--- src/rtl/icpr_pkg.sv ---
package icpr_pkg;

    // frame length limit and counter width
    localparam int MAX_FRAME_BYTES = 1024;
    localparam int CNT_W           = $clog2(MAX_FRAME_BYTES + 1);

    // datagram layout
    localparam int MIN_DATAGRAM     = 28;
    localparam int MIN_HEADER_WORDS = 5;
    localparam int ICMP_HDR_BYTES   = 8;
    localparam int QUOTED_PROTO_OFS = 9;

    // protocol and message codes
    localparam logic [7:0] PROTO_UDP          = 8'd17;
    localparam logic [7:0] TYPE_TIME_EXCEEDED = 8'd11;
    localparam logic [7:0] CODE_IN_TRANSIT    = 8'd0;
    localparam logic [7:0] TYPE_UNREACHABLE   = 8'd3;

    // configuration register map
    localparam int          ADDR_W       = 3;
    localparam logic        REG_SRC_PORT = 1'b0;
    localparam logic        REG_DST_PORT = 1'b1;

    typedef enum logic [2:0] {
        VERDICT_NO_MATCH = 3'd0,
        VERDICT_TTL      = 3'd1,
        VERDICT_UNREACH  = 3'd2,
        VERDICT_SHORT    = 3'd3,
        VERDICT_BAD_HDR  = 3'd4
    } verdict_t;

endpackage

--- src/rtl/icpr_if.sv ---
// byte stream of a received datagram
interface icpr_byte_if;
    logic       valid;
    logic       ready;
    logic [7:0] packet_byte;
    logic       last_byte;

    modport source (output valid, output packet_byte, output last_byte, input ready);
    modport sink   (input valid, input packet_byte, input last_byte, output ready);
endinterface

// one verdict per datagram
interface icpr_verdict_if;
    logic              valid;
    logic              ready;
    icpr_pkg::verdict_t verdict;

    modport source (output valid, output verdict, input ready);
    modport sink   (input valid, input verdict, output ready);
endinterface

--- src/rtl/icmp_probe_reply_classifier_top.sv ---
// channel   | dir | payload                   | handshake
// ----------+-----+---------------------------+-------------------------
// packet    | in  | packet_byte[7:0], last_byte | valid / ready
// result    | out | verdict[2:0]              | valid / ready
// apb       | in  | pwdata[31:0] @ paddr[2:0] | psel, penable, pready=1
//
// one byte per cycle unless a last byte waits on a stalled result; a byte
// is registered, then captured and classified, and a datagram's verdict is
// registered. rst_n clears all frame state and both probe ports. a stalled
// result holds in the output register while bytes of the next datagram
// keep flowing until a second verdict is due.
module icmp_probe_reply_classifier_top (
    input  logic                        clk,
    input  logic                        rst_n,
    icpr_byte_if.sink                   packet,
    icpr_verdict_if.source              result,
    input  logic                        psel,
    input  logic                        penable,
    input  logic                        pwrite,
    input  logic [icpr_pkg::ADDR_W-1:0] paddr,
    input  logic [31:0]                 pwdata,
    output logic [31:0]                 prdata,
    output logic                        pready
);
    import icpr_pkg::*;

    // configuration
    logic [15:0] src_port_reg, src_port_next;
    logic [15:0] dst_port_reg, dst_port_next;

    // input register
    logic        in_valid_reg, in_valid_next;
    logic [7:0]  byte_reg, byte_next;
    logic        last_reg, last_next;

    // frame state
    logic [CNT_W-1:0] count_reg, count_next;
    logic [3:0]       outer_reg, outer_next;
    logic [3:0]       inner_reg, inner_next;
    logic [7:0]       type_reg, type_next;
    logic [7:0]       code_reg, code_next;
    logic [7:0]       proto_reg, proto_next;
    logic [15:0]      qsrc_reg, qsrc_next;
    logic [15:0]      qdst_reg, qdst_next;

    // output register
    logic        out_valid_reg, out_valid_next;
    verdict_t    verdict_reg, verdict_next;

    // working signals
    logic             cfg_write;
    logic             go;
    logic             in_accept;
    logic             take;
    logic [CNT_W-1:0] pos;
    logic [3:0]       outer_cur;
    logic [3:0]       inner_cur;
    logic [CNT_W-1:0] ol;
    logic [CNT_W-1:0] il;
    logic [CNT_W-1:0] u;
    logic [CNT_W-1:0] count_upd;
    logic [7:0]       type_upd, code_upd, proto_upd;
    logic [15:0]      qsrc_upd, qdst_upd;
    logic             match;
    verdict_t         verdict_calc;

    // apb port
    assign pready    = 1'b1;
    assign cfg_write = psel && penable && pwrite && pready;
    assign prdata    = (paddr[2] == REG_DST_PORT) ? {16'd0, dst_port_reg}
                                                  : {16'd0, src_port_reg};

    always_comb
    begin
        src_port_next = src_port_reg;
        dst_port_next = dst_port_reg;
        if (cfg_write)
        begin
            case (paddr[2])
                REG_SRC_PORT: src_port_next = pwdata[15:0];
                REG_DST_PORT: dst_port_next = pwdata[15:0];
                default:      src_port_next = src_port_reg;
            endcase
        end
    end

    // flow control: hold only a last byte whose verdict has no room
    assign go        = in_valid_reg && (!last_reg || !out_valid_reg || result.ready);
    assign packet.ready = !in_valid_reg || go;
    assign in_accept = packet.valid && packet.ready;

    always_comb
    begin
        in_valid_next = in_valid_reg;
        byte_next     = byte_reg;
        last_next     = last_reg;
        if (in_accept)
        begin
            in_valid_next = 1'b1;
            byte_next     = packet.packet_byte;
            last_next     = packet.last_byte;
        end
        else if (go)
        begin
            in_valid_next = 1'b0;
        end
    end

    // field capture at header-relative offsets
    assign pos       = count_reg;
    assign take      = count_reg < CNT_W'(MAX_FRAME_BYTES);
    assign outer_cur = (take && pos == '0) ? byte_reg[3:0] : outer_reg;
    assign ol        = CNT_W'({outer_cur, 2'b00});
    assign inner_cur = (take && pos == ol + CNT_W'(ICMP_HDR_BYTES)) ? byte_reg[3:0]
                                                                     : inner_reg;
    assign il        = CNT_W'({inner_cur, 2'b00});
    assign u         = ol + CNT_W'(ICMP_HDR_BYTES) + il;

    always_comb
    begin
        count_upd = take ? count_reg + CNT_W'(1) : count_reg;
        type_upd  = (take && pos == ol) ? byte_reg : type_reg;
        code_upd  = (take && pos == ol + CNT_W'(1)) ? byte_reg : code_reg;
        proto_upd = (take && pos == ol + CNT_W'(ICMP_HDR_BYTES + QUOTED_PROTO_OFS))
                    ? byte_reg : proto_reg;
        qsrc_upd  = qsrc_reg;
        qdst_upd  = qdst_reg;
        if (take && pos == u)
            qsrc_upd[15:8] = byte_reg;
        if (take && pos == u + CNT_W'(1))
            qsrc_upd[7:0] = byte_reg;
        if (take && pos == u + CNT_W'(2))
            qdst_upd[15:8] = byte_reg;
        if (take && pos == u + CNT_W'(3))
            qdst_upd[7:0] = byte_reg;
    end

    // verdict from the updated frame state
    assign match = (proto_upd == PROTO_UDP) && (qsrc_upd == src_port_reg)
                   && (qdst_upd == dst_port_reg);

    always_comb
    begin
        if (count_upd < CNT_W'(MIN_DATAGRAM))
            verdict_calc = VERDICT_SHORT;
        else if (outer_cur < 4'(MIN_HEADER_WORDS))
            verdict_calc = VERDICT_BAD_HDR;
        else if (match && type_upd == TYPE_TIME_EXCEEDED && code_upd == CODE_IN_TRANSIT)
            verdict_calc = VERDICT_TTL;
        else if (match && type_upd == TYPE_UNREACHABLE)
            verdict_calc = VERDICT_UNREACH;
        else
            verdict_calc = VERDICT_NO_MATCH;
    end

    // frame state update, cleared after each verdict
    always_comb
    begin
        count_next = count_reg;
        outer_next = outer_reg;
        inner_next = inner_reg;
        type_next  = type_reg;
        code_next  = code_reg;
        proto_next = proto_reg;
        qsrc_next  = qsrc_reg;
        qdst_next  = qdst_reg;
        if (go && last_reg)
        begin
            count_next = '0;
            outer_next = '0;
            inner_next = '0;
            type_next  = '0;
            code_next  = '0;
            proto_next = '0;
            qsrc_next  = '0;
            qdst_next  = '0;
        end
        else if (go)
        begin
            count_next = count_upd;
            outer_next = outer_cur;
            inner_next = inner_cur;
            type_next  = type_upd;
            code_next  = code_upd;
            proto_next = proto_upd;
            qsrc_next  = qsrc_upd;
            qdst_next  = qdst_upd;
        end
    end

    // output register
    always_comb
    begin
        out_valid_next = out_valid_reg;
        verdict_next   = verdict_reg;
        if (go && last_reg)
        begin
            out_valid_next = 1'b1;
            verdict_next   = verdict_calc;
        end
        else if (result.ready)
        begin
            out_valid_next = 1'b0;
        end
    end

    assign result.valid   = out_valid_reg;
    assign result.verdict = verdict_reg;

    always_ff @(posedge clk or negedge rst_n)
    begin
        if (!rst_n)
        begin
            src_port_reg  <= '0;
            dst_port_reg  <= '0;
            in_valid_reg  <= 1'b0;
            byte_reg      <= '0;
            last_reg      <= 1'b0;
            count_reg     <= '0;
            outer_reg     <= '0;
            inner_reg     <= '0;
            type_reg      <= '0;
            code_reg      <= '0;
            proto_reg     <= '0;
            qsrc_reg      <= '0;
            qdst_reg      <= '0;
            out_valid_reg <= 1'b0;
            verdict_reg   <= VERDICT_NO_MATCH;
        end
        else
        begin
            src_port_reg  <= src_port_next;
            dst_port_reg  <= dst_port_next;
            in_valid_reg  <= in_valid_next;
            byte_reg      <= byte_next;
            last_reg      <= last_next;
            count_reg     <= count_next;
            outer_reg     <= outer_next;
            inner_reg     <= inner_next;
            type_reg      <= type_next;
            code_reg      <= code_next;
            proto_reg     <= proto_next;
            qsrc_reg      <= qsrc_next;
            qdst_reg      <= qdst_next;
            out_valid_reg <= out_valid_next;
            verdict_reg   <= verdict_next;
        end
    end

endmodule

--- src/flat_wrapper.sv ---
// flat-port wrapper written by rule: the top's interface ports become plain ports
module icmp_probe_reply_classifier_top_flat import icpr_pkg::*;
  (clk, rst_n, psel, penable, pwrite, paddr, pwdata, prdata, pready, packet_valid, packet_packet_byte, packet_last_byte, packet_ready, result_valid, result_verdict, result_ready);
  icpr_byte_if packet_i ();
  icpr_verdict_if result_i ();
  input  logic clk;
  input  logic rst_n;
  input  logic psel;
  input  logic penable;
  input  logic pwrite;
  input  logic [icpr_pkg::ADDR_W-1:0] paddr;
  input  logic [31:0] pwdata;
  output logic [31:0] prdata;
  output logic pready;
  input wire logic [$bits(packet_i.valid)-1:0] packet_valid;
  input wire logic [$bits(packet_i.packet_byte)-1:0] packet_packet_byte;
  input wire logic [$bits(packet_i.last_byte)-1:0] packet_last_byte;
  output wire logic [$bits(packet_i.ready)-1:0] packet_ready;
  output wire logic [$bits(result_i.valid)-1:0] result_valid;
  output wire logic [$bits(result_i.verdict)-1:0] result_verdict;
  input wire logic [$bits(result_i.ready)-1:0] result_ready;
  assign packet_i.valid = packet_valid;
  assign packet_i.packet_byte = packet_packet_byte;
  assign packet_i.last_byte = packet_last_byte;
  assign packet_ready = packet_i.ready;
  assign result_valid = result_i.valid;
  assign result_verdict = result_i.verdict;
  assign result_i.ready = result_ready;
  icmp_probe_reply_classifier_top u_core (.clk(clk), .rst_n(rst_n), .packet(packet_i), .result(result_i), .psel(psel), .penable(penable), .pwrite(pwrite), .paddr(paddr), .pwdata(pwdata), .prdata(prdata), .pready(pready));
endmodule
--- config.mk ---
export PLATFORM = sky130hd
export DESIGN_NAME = icmp_probe_reply_classifier_top_flat
export DESIGN_NICKNAME = d
export VERILOG_FILES = /design/src/rtl/icpr_pkg.sv /design/src/rtl/icpr_if.sv /design/src/rtl/icmp_probe_reply_classifier_top.sv /design/src/flat_wrapper.sv
export SDC_FILE = /design/constraint.sdc
export NUM_CORES = 1
export LEC_CHECK = 0
export BUFFER_PORTS_ARGS = -buffer_cell sky130_fd_sc_hd__buf_2
export CAP_MARGIN = 20
export CORE_MARGIN = 10
export CORE_UTILIZATION = 25
export CTS_CLUSTER_DIAMETER = 80
export CTS_CLUSTER_SIZE = 14
export DETAILED_ROUTE_END_ITERATION = 8
export GPL_ROUTABILITY_DRIVEN = 0
export HOLD_SLACK_MARGIN = 0.12
export MAX_ROUTING_LAYER = met4
export PLACE_DENSITY_LB_ADDON = 0.25
export SLEW_MARGIN = 20
export SYNTH_ARGS = -nofsm -noshare
export SYNTH_HDL_FRONTEND = slang
export SYNTH_SLANG_ARGS = --single-unit
--- constraint.sdc ---
create_clock -name clk -period 6.4 [get_ports clk]
set_clock_uncertainty 0.2 [all_clocks]
set_input_delay 1.28 -clock clk [delete_from_list [all_inputs] [get_ports clk]]
set_output_delay 1.28 -clock clk [all_outputs]
set_load 0.05 [all_outputs]
Yosys cells after proc, flatten, opt, wreduce, memory -nomap -nowiden. Index checks and enable logic that the tools add are counted.

Register bits: 121. Latch bits: 0. RAM bits: 0. ROM bits: 0. Input bits: 51. Output and inout port bits: 38. Logic and storage cells: 107. Memories kept: 0.

Add/subtract/negate cells: 8. $mul: 0. Divide/modulo/power cells: 0. $lt $le $gt $ge: 3. Eq/ne operators: 13. Shift-type cells: 0. Muxes and demuxes: 35. Bitwise logic cells: 1. Reductions and logical operators: 32.

Operator list (count): two-way mux 8 bit (13); two-way mux 16 bit (5); == test 11 bit (7); two-way mux 11 bit (3); == test 16 bit (2); two-way mux 4 bit (6); adder 11 x 1 -> 11 bit (second input constant) (2); adder 11 x 2 -> 11 bit (second input constant) (2); logical AND 1 bit (19); adder 11 x 6 -> 11 bit (1); == test 11 x 6 -> 1 bit (1); zero test 11 bit (1); < comparator 11 bit (second input constant) (1); < comparator 11 x 5 -> 1 bit (second input constant) (1); two-way mux 3 bit (3); == test 8 x 2 -> 1 bit (second input constant) (1); == test 8 x 4 -> 1 bit (second input constant) (1); == test 8 x 5 -> 1 bit (second input constant) (1); zero test 8 bit (1); adder 6 x 1 -> 7 bit (second input constant) (1); adder 6 x 4 -> 7 bit (second input constant) (1); adder 6 x 5 -> 7 bit (second input constant) (1); nonzero test 2 bit (3); < comparator 4 x 3 -> 1 bit (second input constant) (1); other kinds (6) (14).

Longest topological paths before layout.
Word-level depth: 20. Depth in mapped cells: 27. Mapped depth without buffers: 24.

Least setup slack after synthesis. OpenSTA, ideal clock, no wires.

Path kind: register to register. Start point: register u_core.count_reg[1]. End point: register u_core.verdict_reg[1] (netlist: u_core.result.verdict[1]). Setup time: 0.078 ns. Arrival: 5.615 ns. Data required time: 6.122 ns. Slack: 0.508 ns. Cell stages (with the launch flop): 26. Buffers on the path: 2. Clock period less this slack: 5.892 ns. Cell sequence: dfrtp_1 -> inv_1 -> ha_1 -> nor4b_1 -> clkbuf_1 -> nand3_1 -> o21bai_1 -> ha_1 -> xor2_1 -> nor3_1 -> nand3_1 -> mux2_2 -> ha_1 -> inv_1 -> fa_1 -> and3b_1 -> o31a_1 -> o21ba_2 -> mux2_4 -> buf_6 -> a21oi_1 -> and3b_1 -> or3_1 -> nor4_2 -> nand4_1 -> a21oi_1.

Cells in the longest elaborated chain, start to end: 20. Elaborated cells between the ends (all ways): 54. Those cells by class: add/sub (8); order compare (3); eq/ne (13); mux (14); reduce/logical (16).

RTL lines: start: declaration (RTL line icmp_probe_reply_classifier_top.sv:37) `logic [CNT_W-1:0] count_reg, count_next;`; start signal: assignment (RTL line icmp_probe_reply_classifier_top.sv:237) `count_reg <= count_next;`; < comparator 11 bit or zero test 11 bit (tied branches) (RTL line icmp_probe_reply_classifier_top.sv:111, icmp_probe_reply_classifier_top.sv:112); logical AND 1 bit (RTL line icmp_probe_reply_classifier_top.sv:112) `assign outer_cur = (take && pos == '0) ? byte_reg[3:0] : outer_reg;`; two-way mux 4 bit (RTL line icmp_probe_reply_classifier_top.sv:112); adder 6 x 4 -> 7 bit (RTL line icmp_probe_reply_classifier_top.sv:114, icmp_probe_reply_classifier_top.sv:117); == test 11 bit (RTL line icmp_probe_reply_classifier_top.sv:114) `assign inner_cur = (take && pos == ol + CNT_W'(ICMP_HDR_BYTES)) ? byte_reg[3:0]`; logical AND 1 bit (RTL line icmp_probe_reply_classifier_top.sv:114); two-way mux 4 bit (RTL line icmp_probe_reply_classifier_top.sv:114); adder 11 x 6 -> 11 bit (RTL line icmp_probe_reply_classifier_top.sv:117) `assign u = ol + CNT_W'(ICMP_HDR_BYTES) + il;`; [4 not listed]; == test 16 bit (RTL line icmp_probe_reply_classifier_top.sv:139) `assign match = (proto_upd == PROTO_UDP) && (qsrc_upd == src_port_reg)`; logical AND 1 bit (RTL line icmp_probe_reply_classifier_top.sv:139); logical AND 1 bit (RTL line icmp_probe_reply_classifier_top.sv:140) `&& (qdst_upd == dst_port_reg);`; logical AND 1 bit (on tied branches) (RTL line icmp_probe_reply_classifier_top.sv:150, icmp_probe_reply_classifier_top.sv:148); two-way mux 2 bit or logical AND 1 bit (tied branches) (RTL line icmp_probe_reply_classifier_top.sv:150, icmp_probe_reply_classifier_top.sv:148); two-way mux 3 bit (RTL line icmp_probe_reply_classifier_top.sv:148) `else if (match && type_upd == TYPE_TIME_EXCEEDED && code_upd == CODE_IN_TRANSIT)`; two-way mux 3 bit (RTL line icmp_probe_reply_classifier_top.sv:146) `else if (outer_cur < 4'(MIN_HEADER_WORDS))`; two-way mux 3 bit * (RTL line icmp_probe_reply_classifier_top.sv:144) `if (count_upd < CNT_W'(MIN_DATAGRAM))`; end signal: assignment (RTL line icmp_probe_reply_classifier_top.sv:246) `verdict_reg <= verdict_next;`; end: declaration (RTL line icmp_probe_reply_classifier_top.sv:48) `verdict_t verdict_reg, verdict_next;`.

Mark *: on every way between the ends. The rest lies on a longest branch, timed or not. A chain may end at the register's enable or synchronous reset.

Worst setup path in the final report.
Start point: register u_core.count_reg[0]. End point: register u_core.verdict_reg[1] (netlist: u_core.result.verdict[1]).

The elaborated chain is that of the path after synthesis.

==> run metrics <==
outcome finished clean; Clk pwr share 0.217; final instance area around 9000 µm²; R2R Setup Slk between 200 and 250 ps; CTS buffer count 17; dpl cell area approximately 8600 µm²; TritonCTS clock tree built; Synth Area in Simple Gates 0.1561; Placed Instances around 1300; fin nets 973; Seq pwr share 0.282; Fill cells about 3100; PwrDens around 460 nW/µm²; I/O Pins between 80 and 90; FF+latch count, synth roughly 120; crit end category flop; MaxCap Viol Count 0; Crit Path Category reg -> reg; share of the synthesized area in the top cell type 0.3976; Final period util 0.9645; P_int 2.402 mW; maximum root-to-sink buffer count 2; Data arrival, critical path between 6000 and 7000 ps; Leak around 4 nW; sw frac 0.4379; largest net degree at the start of global routing slightly below 80; GRT Overall Usage 0.1318; area share of fa/ha/maj cells after synthesis 0.02070; DRC viols 0; # H-tree levels 4; # diodes 0; XOR/XNOR Fraction of Synth Area 0.04485; Fmax 0.1620 GHz; vias in the first global route between 6000 and 7000; Via density 5.050; Comb power frac 0.501; Top FF cell, synth dfrtp_1; register area share after synthesis 0.3976; core area approximately 30000 µm²; overall power between 4 and 5 mW; wire length per cell 18.74 µm; Synth Instances approximately 830; initial antenna violation count 0; DR iter-0 viols just over 500; Port Buffers 53; NetSw approximately 1.9 mW; critical path required time 6540 ps; Mapped Area ~7600 µm²; row count between 60 and 70; hold_buf cts 0; Synth Area in Compound Gates 0.2108; CTS Root Cell clkbuf_16; vias post-DR about 6600; fin util 0.3088; setup ws final 227.2 ps; Hold Path Class reg -> reg; minimum clock period a little over 6000 ps; DP Worst Slack 47.59 ps; Syn Area/Cell ~9 µm²; Async SR Flop Fraction 1.000; fin. max-slew vios 0; DRT Pass-1 Iters 5; gr ovfl total 0; Starting Density 0.2549; Area Overhead vs Synth 21.13%; Die H between 150 and 200 µm; final number of hold-violating endpoints 0; Finished Layout Cells roughly 1300; post-route antenna net violation count 0; synth top area cells dfrtp_1 40%, mux2_2 8.0%, nand2_1 4.4%, a22oi_1 3.7%, o21ai_0 3.2%; Crit Path Max Fanout 8; type of origin of the critical path flop; # clock sinks 121; Multi-input gate area 4198 µm²; layout cells sized above 1 0.2524; Clk Latency, worst-skew pair about 420 ps; Die ar. between 30000 and 40000 µm²; worst slew pin tran 1108 ps; Post-DP HPWL approximately 17000 µm; Clk pin slew, worst setup/hold paths 60 ps; total area of sequential cells 3029 µm²; post-synth cell types roughly 70; largest family of logic cells by synthesized area compound AO/OA/AOI/OAI gates; Routed WL 24610 µm; area leader, netlist dfrtp_1; Yosys warnings 0; setup violators final 0; Die Wd about 190 µm; worst vdd ir between 0.15 and 0.2 mV; Slew Limit Headroom 0.2556; post-synthesis mux area share 0.1015; first-pass GRT wire length a little under 40000 µm; EDFF count, synth 0
==> cell usage after synthesis (5+ instances only) <==
cell and n:
a22oi_1 38, mux2_2 54, inv_1 41, nand3_1 16
a22o_1 7, o22ai_1 25, dfrtp_1 121, nand4_1 12
buf_4 17, nand2_1 89, nor4_1 9, ha_1 11
nand4b_1 5, nand2b_1 10, a21o_1 11, buf_1 6
clkbuf_1 43, xnor2_1 27, nor3_1 18, mux2i_1 15
xor2_1 12, a21oi_1 41, nor2_1 27, and2_1 5
o21ai_1 14, o21ai_0 49, and3_1 6, o221ai_1 5
==> per-stage QoR <==
stage	hold WS (ps)	setup TNS, ps
2_1_floorplan	249.7	0
5_1_grt	312.8	-17.91
4_1_cts	284.5	0
3_3_place_gp	261.8	0
6_report	283.0	0
3_5_place_dp	270.9	0
==> kinds of logic (layout without fill, tap and decap cells) <==
group                      count (synthesis)  after routing
AOI/OAI and AO/OA                        240            240
and+or+nand+nor                          230            230
DFF                                      121            121
buffers and inverters                    113            194
muxes                                     70             70
xor gates and xnor gates                  39             39
adders and majority gates                 12             12
other                                      2             17
==> per-layer routing <==
layer,up-vias,share of wire,GRT usage
li1,3171,-,-
met1,3278,0.47,0.1750
met2,157,0.47,0.2048
met3,24,0.044,0.01979
met4,0,0.011,0.03492
met5,-,0,-
==> power groups by stage <==
stage | Clock [mW] | Combinational (mW) | Sequential [mW]
finish | 0.928 | 2.14 | 1.20
global route | 0.979 | 2.35 | 1.23
CTS | 0.942 | 2.10 | 1.20
detailed placement | 0 | 2.09 | 1.21
global placement | 0 | 2.09 | 1.21
floorplan | 0 | 1.40 | 1.18
==> placed cells by master, fill, tap and decap left out, types with 5 or more instances in the layout <==
cell / netlist / layout
xor2_1: 12 / 12
o21ai_0: 49 / 46
conb_1: 2 / 17
a21o_1: 11 / 11
a22oi_1: 38 / 38
nor3_1: 18 / 18
nand4b_1: 5 / 5
o21ai_1: 14 / 17
dfrtp_1: 121 / 120
inv_6: 0 / 7
clkbuf_16: 0 / 17
xnor2_1: 27 / 27
a22o_1: 7 / 7
nor4_1: 9 / 8
ha_1: 11 / 11
nand2b_1: 10 / 10
inv_1: 41 / 41
nand4_1: 12 / 12
nand3_1: 16 / 16
nor2_1: 27 / 27
buf_2: 3 / 52
and3_1: 6 / 6
a21oi_1: 41 / 39
mux2i_1: 15 / 14
o22ai_1: 25 / 25
mux2_2: 54 / 53
and2_1: 5 / 5
buf_4: 17 / 66
nand2_1: 89 / 87
==> path summary, 6_finish.rpt <==
path	cells after the start	end	start
max	26	u_core.result.verdict[1]	u_core.count_reg[0]
min	2	u_core.inner_reg[1]	u_core.inner_reg[1]
max reg2reg	26	u_core.result.verdict[1]	u_core.count_reg[0]
min reg2reg	2	u_core.inner_reg[1]	u_core.inner_reg[1]
max in group asynchronous	2	u_core.last_reg	rst_n
min in group asynchronous	1	u_core.dst_port_reg[0]	rst_n
==> critical path: stages, from the launching register on <==
cell and delay (ps):
dfrtp_1 380, inv_1 80, ha_1 160, or4b_4 510
o31a_1 310, o21bai_2 200, buf_4 150, ha_1 200
a21bo_1 230, xor2_1 150, nand3_1 140, mux2_4 340
ha_1 190, inv_1 80, fa_2 200, and3b_1 200
o31a_1 270, o21ba_2 220, mux2_4 330, buf_12 160
nand2_2 70, buf_6 140, mux2i_2 220, nand4_1 140
nor4_2 380, nand4_1 240, a21oi_1 190
==> cell type report <==
cell class	count	share of cell area
clock buffers	17	0.04611
inverters	41	0.01668
multi-input cells	608	0.4550
repair buffers	121	0.08653
clock inverters	15	0.01438
flip-flops and latches	121	0.3284
well taps	390	0.05290
==> repair_timing <==
| action | 4_1_cts | 5_1_grt |
|---|---|---|
| hold endpoints to repair | 0 | 0 |
| resized for setup | 0 | 16 |
| endpoints found under the setup margin | 0 | 2 |
| setup buffers | 0 | 3 |
Power figures use the tool's default switching activity.
